[src/hw/rtl/running_lcm_fold_assert.svh]
// assertion macros used by the running lcm fold controller
`ifndef RUNNING_LCM_FOLD_ASSERT_SVH
`define RUNNING_LCM_FOLD_ASSERT_SVH

// same-cycle implication, checked outside reset
`define RLF_ASSERT_NOW(lbl, pre, post, msg) \
  lbl: assert property (@(posedge clk) disable iff (!rst_n) (pre) |-> (post)) else $error(msg);

// next-cycle implication, checked outside reset
`define RLF_ASSERT_NEXT(lbl, pre, post, msg) \
  lbl: assert property (@(posedge clk) disable iff (!rst_n) (pre) |=> (post)) else $error(msg);

`endif

[src/hw/rtl/rlf_pkg.sv]
// types shared by the running lcm fold controller and datapath
`timescale 1ns / 1ps

package rlf_pkg;

  typedef enum logic [8:0] {
    ST_IDLE   = 9'b000000001,
    ST_CLASS  = 9'b000000010,
    ST_NEXT_G = 9'b000000100,
    ST_DIV_G  = 9'b000001000,
    ST_G_UPD  = 9'b000010000,
    ST_DIV_Q  = 9'b000100000,
    ST_MUL_LD = 9'b001000000,
    ST_MUL    = 9'b010000000,
    ST_FIN    = 9'b100000000
  } rlf_state_t;

  typedef struct packed {
    logic load;
    logic gcd_init;
    logic gcd_start;
    logic gcd_update;
    logic quot_start;
    logic div_step;
    logic mul_start;
    logic mul_step;
    logic commit;
  } rlf_cmd_t;

  typedef struct packed {
    logic quick;
    logic gb_zero;
    logic cnt_zero;
  } rlf_status_t;

endpackage

[src/hw/rtl/rlf_dpath.sv]
// datapath: operand registers, euclid pair, bit-serial divider and multiplier
`timescale 1ns / 1ps

module rlf_dpath
  import rlf_pkg::*;
#(
  parameter int VALUE_WIDTH = 31
) (
  input  logic                   clk,
  input  logic                   rst_n,
  input  logic [VALUE_WIDTH-1:0] in_operand,
  input  logic                   in_first_item,
  input  rlf_cmd_t               cmd,
  output rlf_status_t            st,
  output logic [VALUE_WIDTH-1:0] running_lcm,
  output logic                   overflow
);

  localparam int CW = $clog2(VALUE_WIDTH);
  localparam logic [CW-1:0] CNT_LAST = CW'(VALUE_WIDTH - 1);
  localparam logic [VALUE_WIDTH-1:0] ALL_ONES = {VALUE_WIDTH{1'b1}};

  logic [VALUE_WIDTH-1:0] acc_r, acc_nxt;
  logic                   sticky_r, sticky_nxt;
  logic [VALUE_WIDTH-1:0] opnd_r;
  logic                   first_r;
  logic [VALUE_WIDTH-1:0] ga_r, gb_r;
  logic [VALUE_WIDTH-1:0] dvd_r, dsr_r, rem_r;
  logic [VALUE_WIDTH-1:0] prod_r;
  logic                   povf_r;
  logic [CW-1:0]          cnt_r;

  logic [VALUE_WIDTH:0]   rem_t;
  logic                   ge;
  logic [VALUE_WIDTH:0]   rem_sub;
  logic [VALUE_WIDTH+1:0] msum;

  // one restoring division step
  assign rem_t   = {rem_r, dvd_r[VALUE_WIDTH-1]};
  assign ge      = rem_t >= {1'b0, dsr_r};
  assign rem_sub = rem_t - {1'b0, dsr_r};

  // one msb-first shift-add multiply step
  assign msum = {1'b0, prod_r, 1'b0}
              + {2'b00, (dvd_r[VALUE_WIDTH-1] ? opnd_r : {VALUE_WIDTH{1'b0}})};

  always_comb begin
    acc_nxt    = acc_r;
    sticky_nxt = sticky_r;
    if (first_r) begin
      acc_nxt    = opnd_r;
      sticky_nxt = 1'b0;
    end else if (opnd_r == '0 || acc_r == '0) begin
      acc_nxt = '0;
    end else if (sticky_r || povf_r) begin
      acc_nxt    = ALL_ONES;
      sticky_nxt = 1'b1;
    end else begin
      acc_nxt = prod_r;
    end
  end

  always_ff @(posedge clk) begin
    if (!rst_n) begin
      acc_r    <= '0;
      sticky_r <= 1'b0;
    end else if (cmd.commit) begin
      acc_r    <= acc_nxt;
      sticky_r <= sticky_nxt;
    end
  end

  always_ff @(posedge clk) begin
    if (cmd.load) begin
      opnd_r  <= in_operand;
      first_r <= in_first_item;
    end
    if (cmd.gcd_init) begin
      ga_r <= acc_r;
      gb_r <= opnd_r;
    end else if (cmd.gcd_update) begin
      ga_r <= gb_r;
      gb_r <= rem_r;
    end
    if (cmd.gcd_start) begin
      dvd_r <= ga_r;
      dsr_r <= gb_r;
      rem_r <= '0;
      cnt_r <= CNT_LAST;
    end else if (cmd.quot_start) begin
      dvd_r <= acc_r;
      dsr_r <= ga_r;
      rem_r <= '0;
      cnt_r <= CNT_LAST;
    end else if (cmd.div_step) begin
      dvd_r <= {dvd_r[VALUE_WIDTH-2:0], ge};
      rem_r <= ge ? rem_sub[VALUE_WIDTH-1:0] : rem_t[VALUE_WIDTH-1:0];
      cnt_r <= cnt_r - 1'b1;
    end else if (cmd.mul_start) begin
      prod_r <= '0;
      povf_r <= 1'b0;
      cnt_r  <= CNT_LAST;
    end else if (cmd.mul_step) begin
      prod_r <= msum[VALUE_WIDTH-1:0];
      povf_r <= povf_r | (msum[VALUE_WIDTH+1:VALUE_WIDTH] != 2'b00);
      dvd_r  <= {dvd_r[VALUE_WIDTH-2:0], 1'b0};
      cnt_r  <= cnt_r - 1'b1;
    end
  end

  assign st.quick    = first_r || (opnd_r == '0) || (acc_r == '0) || sticky_r;
  assign st.gb_zero  = (gb_r == '0);
  assign st.cnt_zero = (cnt_r == '0);

  assign running_lcm = acc_r;
  assign overflow    = sticky_r;

endmodule

[src/hw/rtl/rlf_ctrl.sv]
// controller: sequences euclid divisions, quotient, multiply and result beat
`timescale 1ns / 1ps
`include "running_lcm_fold_assert.svh"

module rlf_ctrl
  import rlf_pkg::*;
(
  input  logic        clk,
  input  logic        rst_n,
  input  logic        in_valid,
  output logic        in_ready,
  output logic        out_valid,
  input  logic        out_ready,
  input  rlf_status_t st,
  output rlf_cmd_t    cmd
);

  rlf_state_t state_r, state_nxt;
  logic       out_valid_r, out_valid_nxt;

  always_comb begin
    state_nxt = state_r;
    cmd       = '0;
    in_ready  = 1'b0;
    case (state_r)
      ST_IDLE: begin
        in_ready = 1'b1;
        if (in_valid) begin
          cmd.load  = 1'b1;
          state_nxt = ST_CLASS;
        end
      end
      ST_CLASS: begin
        if (st.quick) begin
          state_nxt = ST_FIN;
        end else begin
          cmd.gcd_init = 1'b1;
          state_nxt    = ST_NEXT_G;
        end
      end
      ST_NEXT_G: begin
        if (st.gb_zero) begin
          cmd.quot_start = 1'b1;
          state_nxt      = ST_DIV_Q;
        end else begin
          cmd.gcd_start = 1'b1;
          state_nxt     = ST_DIV_G;
        end
      end
      ST_DIV_G: begin
        cmd.div_step = 1'b1;
        if (st.cnt_zero) state_nxt = ST_G_UPD;
      end
      ST_G_UPD: begin
        cmd.gcd_update = 1'b1;
        state_nxt      = ST_NEXT_G;
      end
      ST_DIV_Q: begin
        cmd.div_step = 1'b1;
        if (st.cnt_zero) state_nxt = ST_MUL_LD;
      end
      ST_MUL_LD: begin
        cmd.mul_start = 1'b1;
        state_nxt     = ST_MUL;
      end
      ST_MUL: begin
        cmd.mul_step = 1'b1;
        if (st.cnt_zero) state_nxt = ST_FIN;
      end
      ST_FIN: begin
        if (!out_valid_r || out_ready) begin
          cmd.commit = 1'b1;
          state_nxt  = ST_IDLE;
        end
      end
      default: begin
        state_nxt = ST_IDLE;
      end
    endcase
  end

  always_comb begin
    out_valid_nxt = out_valid_r;
    if (cmd.commit) begin
      out_valid_nxt = 1'b1;
    end else if (out_ready) begin
      out_valid_nxt = 1'b0;
    end
  end

  always_ff @(posedge clk) begin
    if (!rst_n) begin
      state_r     <= ST_IDLE;
      out_valid_r <= 1'b0;
    end else begin
      state_r     <= state_nxt;
      out_valid_r <= out_valid_nxt;
    end
  end

  assign out_valid = out_valid_r;

  `RLF_ASSERT_NEXT(a_accept_to_class, in_valid && in_ready, state_r == ST_CLASS, "beat not classified")
  `RLF_ASSERT_NOW(a_commit_slot_free, cmd.commit, !out_valid_r || out_ready, "result overwritten")
  `RLF_ASSERT_NOW(a_valid_from_commit, $rose(out_valid_r), $past(cmd.commit), "result without commit")

endmodule

[src/hw/rtl/running_lcm_fold.sv]
// first, zero or saturated items go from classification straight to the result
// otherwise euclid divisions run until the remainder is zero, then the quotient
// and multiply follow; the shared divider yields one bit per cycle
// one item in flight; the next beat is taken while a result waits in the output
// synchronous active-low reset clears accumulator, overflow flag and control
`timescale 1ns / 1ps

module running_lcm_fold
  import rlf_pkg::*;
#(
  parameter int VALUE_WIDTH = 31
) (
  input  logic                   clk,
  input  logic                   rst_n,
  input  logic                   in_valid,
  output logic                   in_ready,
  input  logic [VALUE_WIDTH-1:0] in_operand,
  input  logic                   in_first_item,
  output logic                   out_valid,
  input  logic                   out_ready,
  output logic [VALUE_WIDTH-1:0] out_running_lcm,
  output logic                   out_overflow
);

  rlf_cmd_t    cmd;
  rlf_status_t st;

  rlf_ctrl u_ctrl (
    .clk       (clk),
    .rst_n     (rst_n),
    .in_valid  (in_valid),
    .in_ready  (in_ready),
    .out_valid (out_valid),
    .out_ready (out_ready),
    .st        (st),
    .cmd       (cmd)
  );

  rlf_dpath #(
    .VALUE_WIDTH (VALUE_WIDTH)
  ) u_dpath (
    .clk           (clk),
    .rst_n         (rst_n),
    .in_operand    (in_operand),
    .in_first_item (in_first_item),
    .cmd           (cmd),
    .st            (st),
    .running_lcm   (out_running_lcm),
    .overflow      (out_overflow)
  );

endmodule
[config.mk]
export PLATFORM = sky130hd
export DESIGN_NAME = running_lcm_fold
export DESIGN_NICKNAME = d
export VERILOG_FILES = /design/src/hw/rtl/rlf_pkg.sv /design/src/hw/rtl/rlf_dpath.sv /design/src/hw/rtl/rlf_ctrl.sv /design/src/hw/rtl/running_lcm_fold.sv
export VERILOG_INCLUDE_DIRS = /design/src /design/src/hw/rtl
export SDC_FILE = /design/constraint.sdc
export NUM_CORES = 1
export LEC_CHECK = 0
export BUFFER_PORTS_ARGS = -buffer_cell sky130_fd_sc_hd__buf_4
export CAP_MARGIN = 30
export CORE_UTILIZATION = 40
export DETAILED_ROUTE_END_ITERATION = 6
export HOLD_SLACK_MARGIN = 0.03
export PLACE_DENSITY = 0.57
export SLEW_MARGIN = 20
export SYNTH_ARGS = -nofsm -noshare
export SYNTH_HDL_FRONTEND = slang
export SYNTH_SLANG_ARGS = --single-unit
[constraint.sdc]
create_clock -name clk -period 3.51 [get_ports clk]
set_input_delay 0.8775 -clock clk [delete_from_list [all_inputs] [get_ports clk]]
set_output_delay 0.8775 -clock clk [all_outputs]
set_load 0.005 [all_outputs]
; ---- After elaboration in Yosys (flattened, before gate mapping)
; Cells that the tools add are included.
[word_totals]
reg_bits = 266
in_bits = 36
output_inout_bits = 34
[op_classes]
add_sub_neg = 3
order_cmp = 1
n_eq_ne = 16
muxes = 49
bitwise_logic = 4
reduce_logical = 25
[ops]
columns = cell, n
row1 = two-way mux 31 bit, 17
row2 = logical NOT 31 bit, 3
row3 = case mux 9 bit (9 select lines), 1
row4 = two-way mux 9 bit, 6
row5 = adder 32 x 31 -> 33 bit, 1
row6 = greater-or-equal comparator 32 x 31 -> 1 bit, 1
row7 = subtractor 31 bit, 1
row8 = two-way mux 1 bit, 21
row9 = two-way mux 5 bit, 3
row10 = nonzero test 2 bit, 6
row11 = "== test 9 x 1 -> 1 bit, second input constant", 1
row12 = "== test 9 x 2 -> 1 bit, second input constant", 1
row13 = "== test 9 x 3 -> 1 bit, second input constant", 1
row14 = "== test 9 x 4 -> 1 bit, second input constant", 1
row15 = "== test 9 x 5 -> 1 bit, second input constant", 1
row16 = "== test 9 x 6 -> 1 bit, second input constant", 1
row17 = "== test 9 x 7 -> 1 bit, second input constant", 1
row18 = "== test 9 x 8 -> 1 bit, second input constant", 1
row19 = "== test 9 bit, second input constant", 1
row20 = "!= test 2 bit, second input constant", 4
row21 = logical OR 1 bit, 6
row22 = two-way mux 6 bit, 1
row23 = logical NOT 5 bit, 1
row24 = AND reduction 5 bit, 1
row25 = other kinds (12), 16

; ---- Logic depth before layout (Yosys ltp)
[depth]
ltp_word = 7
mapped_depth = 14

; ---- By module
; Synthesis repeated with hierarchy kept, for this count alone.
[hier_totals]
hier_cells = 1503
hier_area_um2 = 15362.2
[modules_own_cells]
columns = mod, n_inst, cells_each, area_each_um2
row1 = rlf_dpath, 1, 1417, 14687.8
row2 = rlf_ctrl, 1, 86, 674.4

; ---- Worst setup path before layout
; No wires, ideal clock.
[synth_path]
kind = reg2reg
from = register u_ctrl.state_r[5]
to = register u_dpath.ga_r[0] (enable)
setup_ns = 0.421
arrival_ns = 3.164
setup_slack_ns = -0.075
stages_incl_launch_ff = 8
period_less_slack_ns = 3.585
cell_sequence = dfxtp_1 > or3_1 > nor3_2 > nand4b_1 > or3_1 > clkbuf_1 > clkbuf_1 > nand2_1
[synth_between]
elab_chain_cells = 3
elab_cells_between_ends = 5
[synth_rtl]
columns = item, line
row1 = from (decl), rlf_ctrl.sv:18  ; rlf_state_t state_r, state_nxt;
row2 = from (signal assigned), rlf_ctrl.sv:96  ; state_r <= state_nxt;
row3 = == test 9 x 5 -> 1 bit / == test 9 x 2 -> 1 bit (equally long branches), rlf_ctrl.sv:25  ; case (state_r)
row4 = two-way mux 1 bit, rlf_ctrl.sv:25
row5 = nonzero test 2 bit (no source line) *, -
row6 = to (signal assigned), rlf_dpath.sv:79  ; ga_r <= acc_r;
row7 = to (signal assigned), rlf_dpath.sv:82  ; ga_r <= gb_r;
row8 = to (decl), rlf_dpath.sv:27  ; logic [VALUE_WIDTH-1:0] ga_r, gb_r;
; Every way passes the cells marked *; elsewhere a longest branch is shown, timed or not.
; A chain may end at the register's enable or synchronous reset.

; ---- Final worst setup path
[layout_path]
from = register u_dpath.dvd_r[30]
to = register u_dpath.prod_r[26] (data pin)
[layout_between]
elab_chain_cells = 3
[layout_rtl]
columns = item, line
row1 = from (decl), rlf_dpath.sv:28  ; logic [VALUE_WIDTH-1:0] dvd_r, dsr_r, rem_r;
row2 = from (signal assigned), rlf_dpath.sv:86  ; dvd_r <= ga_r;
row3 = from (signal assigned), rlf_dpath.sv:91  ; dvd_r <= acc_r;
row4 = from (signal assigned), rlf_dpath.sv:96  ; dvd_r <= {dvd_r[VALUE_WIDTH-2:0], ge};
row5 = two-way mux 31 bit, rlf_dpath.sv:45  ; + {2'b00, (dvd_r[VALUE_WIDTH-1] ? opnd_r : {VALUE_WIDTH{1'b0}})};
row6 = adder 32 x 31 -> 33 bit, rlf_dpath.sv:45
row7 = two-way mux 31 bit, rlf_dpath.sv:103  ; end else if (cmd.mul_step) begin
row8 = to (signal assigned), rlf_dpath.sv:104  ; prod_r <= msum[VALUE_WIDTH-1:0];
row9 = to (decl), rlf_dpath.sv:29  ; logic [VALUE_WIDTH-1:0] prod_r;
; Every way passes these cells. The select of a mux whose other input is x is not followed.

==> run_results.csv <==
group,metric,value,unit
finish,n_fill_cell,3346,
worst_setup_path,crit_type,"register to register",
worst_setup_path,cp.required,3.80,ns
logic_synthesis,async_flop_share,0,%
sta,rsz0062_at_grt,"no",
grt,grt_overflow,0,
pwr,pwr_density_cell,409,nW/um^2
pwr,ir_worst_vdd,397,uV
hold_path,min_path_type,"primary input to register",
finish,antenna_cells,0,
die,die_area,37200,sq um
finish,syn_to_final_growth,16.6,%
place,placement.io_buffers,69,
place,hpwl,29.1,mm
pwr,power.total,0.00696,W
job,cap_violations,0,
pwr,clkPwrFrac,46.4,%
cts,clock_sinks,266,
grt,track_usage,21.2,%
outcome,status,"complete, no violations",
die,coreArea,35700,sq um
logic_synthesis,synth-main-ff-cell,"edfxtp_1",
routing,via_count,11020,
cts,clockBufferDepth,3,
routing,wl,39.3,mm
logic_synthesis,avgSynthCellArea,10.5,sq um
cts,clockRootBuffer,"clkbuf_16",
cts,cts_tree,"done",
logic_synthesis,yosys_warnings,0,
grt,grt_antenna_before_repair,2,
routing,detail_route.wl_per_cell,20.0,microns
cts,clock_latency,0.55,ns
cts,cts_hold_buf,0,
logic_synthesis,yosysSeqAreaShare,49.4,%
pwr,internal_power,0.00549,W
die,initial_utilization,40.8,%
die,dieWidth,193,microns
logic_synthesis,synth_area,14600,sq um
routing,dr.first_iter.drc_count,897,
sta,period_minus_slack,3.37,ns
logic_synthesis,synth-edff-count,188,
worst_setup_path,path_max_fanout,29,
logic_synthesis,yosysTopAreaCell,"edfxtp_1",
sta,setup_violations,0,
cts,clkTransAtPathRegs,0.07,ns
sta,fin_tns_setup,0,ns
sta,clock_skew,0.0217,ns
pwr,p_leak,6.66,nW
worst_setup_path,startpoint_type,"register",
routing,antenna_left,0,
finish,finalNonFillerCells,1967,
cts,htree_levels,1,
sta,relSlewSlack,43.2,%
grt,grt_pass1_wl,60.9,mm
logic_synthesis,synth_seq_cells,266,
logic_synthesis,synth_top_area_share,38.7,%
finish,drive_above_1_share,20.5,%
pwr,seqPwrFrac,49.5,%
place,dp.cells,1911,
sta,tightest_slew,0.851,ns
die,rows,69,
logic_synthesis,synthCells,1390,
routing,route.detailed.drc,0,
die,die_y,193,microns
worst_setup_path,end_kind,"register",
logic_synthesis,synth_nets,1491,
pwr,p_sw,0.00147,W
pwr,switching_share,21.1,%
grt,grt_pass1_vias,10597,
grt,grt_start_max_net_pins,80,
routing,first_pass_iters,5,
routing,via_per_inst,5.60,
finish,layout_common_cells,"edfxtp_1 (188), buf_4 (128), nand2_1 (117), a21oi_1 (106), o21ai_0 (98)",
logic_synthesis,synth_area_leaders,"edfxtp_1 (39%), dfxtp_1 (11%), mux2_2 (7.2%)",
die,boundaryPins,70,
sta,period_share,96.1,%
worst_setup_path,worst_ep_arrival_time,3.66,ns
logic_synthesis,synth_cell_type_count,71,
sta,fmax,296,MHz
sta,finalHoldViolations,0,
place,gp_congestion,0.884,
sta,slew_violations,0,
pwr,power_frac_comb,4.1,%
finish,final_common_cell,"edfxtp_1",
cts,cts_made_buffers,29,
finish,finalNetCount,1585,
sta,whs,0.500,ns
==> Yosys cell counts, drive strengths merged, types with 7 or more instances <==
library cell	number
o21ai	100
and2	36
nor2	71
or3	7
nand2b	11
inv	55
edfxtp	188
nand4	13
o21a	9
xor2	26
buf	16
nand2	118
a21o	28
o21bai	7
nand3	56
nor3	20
clkbuf	54
xnor2	26
nor4	25
nor2b	7
a31oi	36
mux2i	58
mux2	93
ha	63
or2	9
a21oi	110
dfxtp	78
==> worst paths after layout <==
| path | slack [ns] | cells past startpoint | end | start |
|---|---|---|---|---|
| setup reg to reg | 0.14 | 12 | u_dpath.prod_r[26] | u_dpath.dvd_r[30] |
| hold reg to reg | 0.51 | 2 | u_dpath.cnt_r[3] | u_dpath.cnt_r[3] |
| setup / recovery | 0.14 | 12 | u_dpath.prod_r[26] | u_dpath.dvd_r[30] |
| hold / removal | 0.50 | 1 | u_dpath.opnd_r[0] | in_operand[0] |
==> worst max-delay path, stage by stage, from the launching register on <==
cell      delay [ns]
edfxtp_1        0.49
buf_6           0.23
and2_1          0.16
ha_1            0.31
nand3_1         0.13
buf_4           0.16
o211ai_1        0.22
a21oi_1         0.15
o21a_1          0.25
o221ai_1        0.27
a221oi_1        0.13
o31ai_1         0.24
mux2_2          0.36
==> final cells by class <==
class	instances	area (sq um)	share of cell area, %
sequential	266	7210	42.3
multi-input combinational	999	6960	40.9
timing repair buffer	133	1050	6.18
clock buffer	45	900	5.29
tap	461	577	3.39
inverter	55	206	1.21
clock inverter	8	119	0.698
==> state kept, by name, summed over array words and instances, names as in the netlist, 5 cells and up <==
signal,cells
u_dpath.dsr_r,31
u_dpath.dvd_r,31
u_dpath.ga_r,31
u_dpath.gb_r,31
u_dpath.opnd_r,31
u_dpath.prod_r,31
u_dpath.rem_r,31
u_dpath.running_lcm,31
u_ctrl.state_r,9
u_dpath.cnt_r,5
==> metrics by stage <==
| stage | utilization [%] | area, sq um | worst slack [ns] |
|---|---|---|---|
| after floorplan | - | 14600 | 0.131 |
| after detailed placement | 44.6 | 15900 | -0.0647 |
| after global placement | 44.6 | 15900 | -0.00592 |
| after CTS | 47.4 | 17000 | 0.0602 |
| final | 47.6 | 17000 | 0.136 |
| after global routing | 47.6 | 17000 | 0.00456 |
==> what timing repair did <==
item	4_1_cts	5_1_grt
resized for setup	1	8
setup buffers	0	2
pin swaps	0	2
setup endpoints to repair	2	5
==> metal layers <==
layer / GRT usage (%) / share of wire [%]
met1: 30.5 / 48
met2: 33.9 / 45
met3: 1.95 / 4.3
met4: 5.86 / 2.5
met5: 0 / 0
==> power groups by stage <==
stage                     clock network (W)  logic, W  registers, W
final                               0.00323  0.000285       0.00344
after global routing                0.00339  0.000315       0.00344
after CTS                           0.00329  0.000282       0.00344
after detailed placement                  0  0.000280       0.00351
after global placement                    0  0.000276       0.00351
after floorplan                           0  0.000180       0.00347
==> cell families (layout without fill, tap and decap cells) <==
| kind of cell | after synthesis | in the layout | share of synthesized area, % |
|---|---|---|---|
| simple gates | 394 | 394 | 13.4 |
| compound gates | 337 | 337 | 13.8 |
| flops | 266 | 266 | 49.4 |
| mux | 151 | 151 | 11.2 |
| buf+inv | 125 | 241 | 3.44 |
| fa+ha+maj | 65 | 65 | 5.68 |
| xor+xnor | 52 | 52 | 3.12 |
Power figures use the tool's default switching activity.
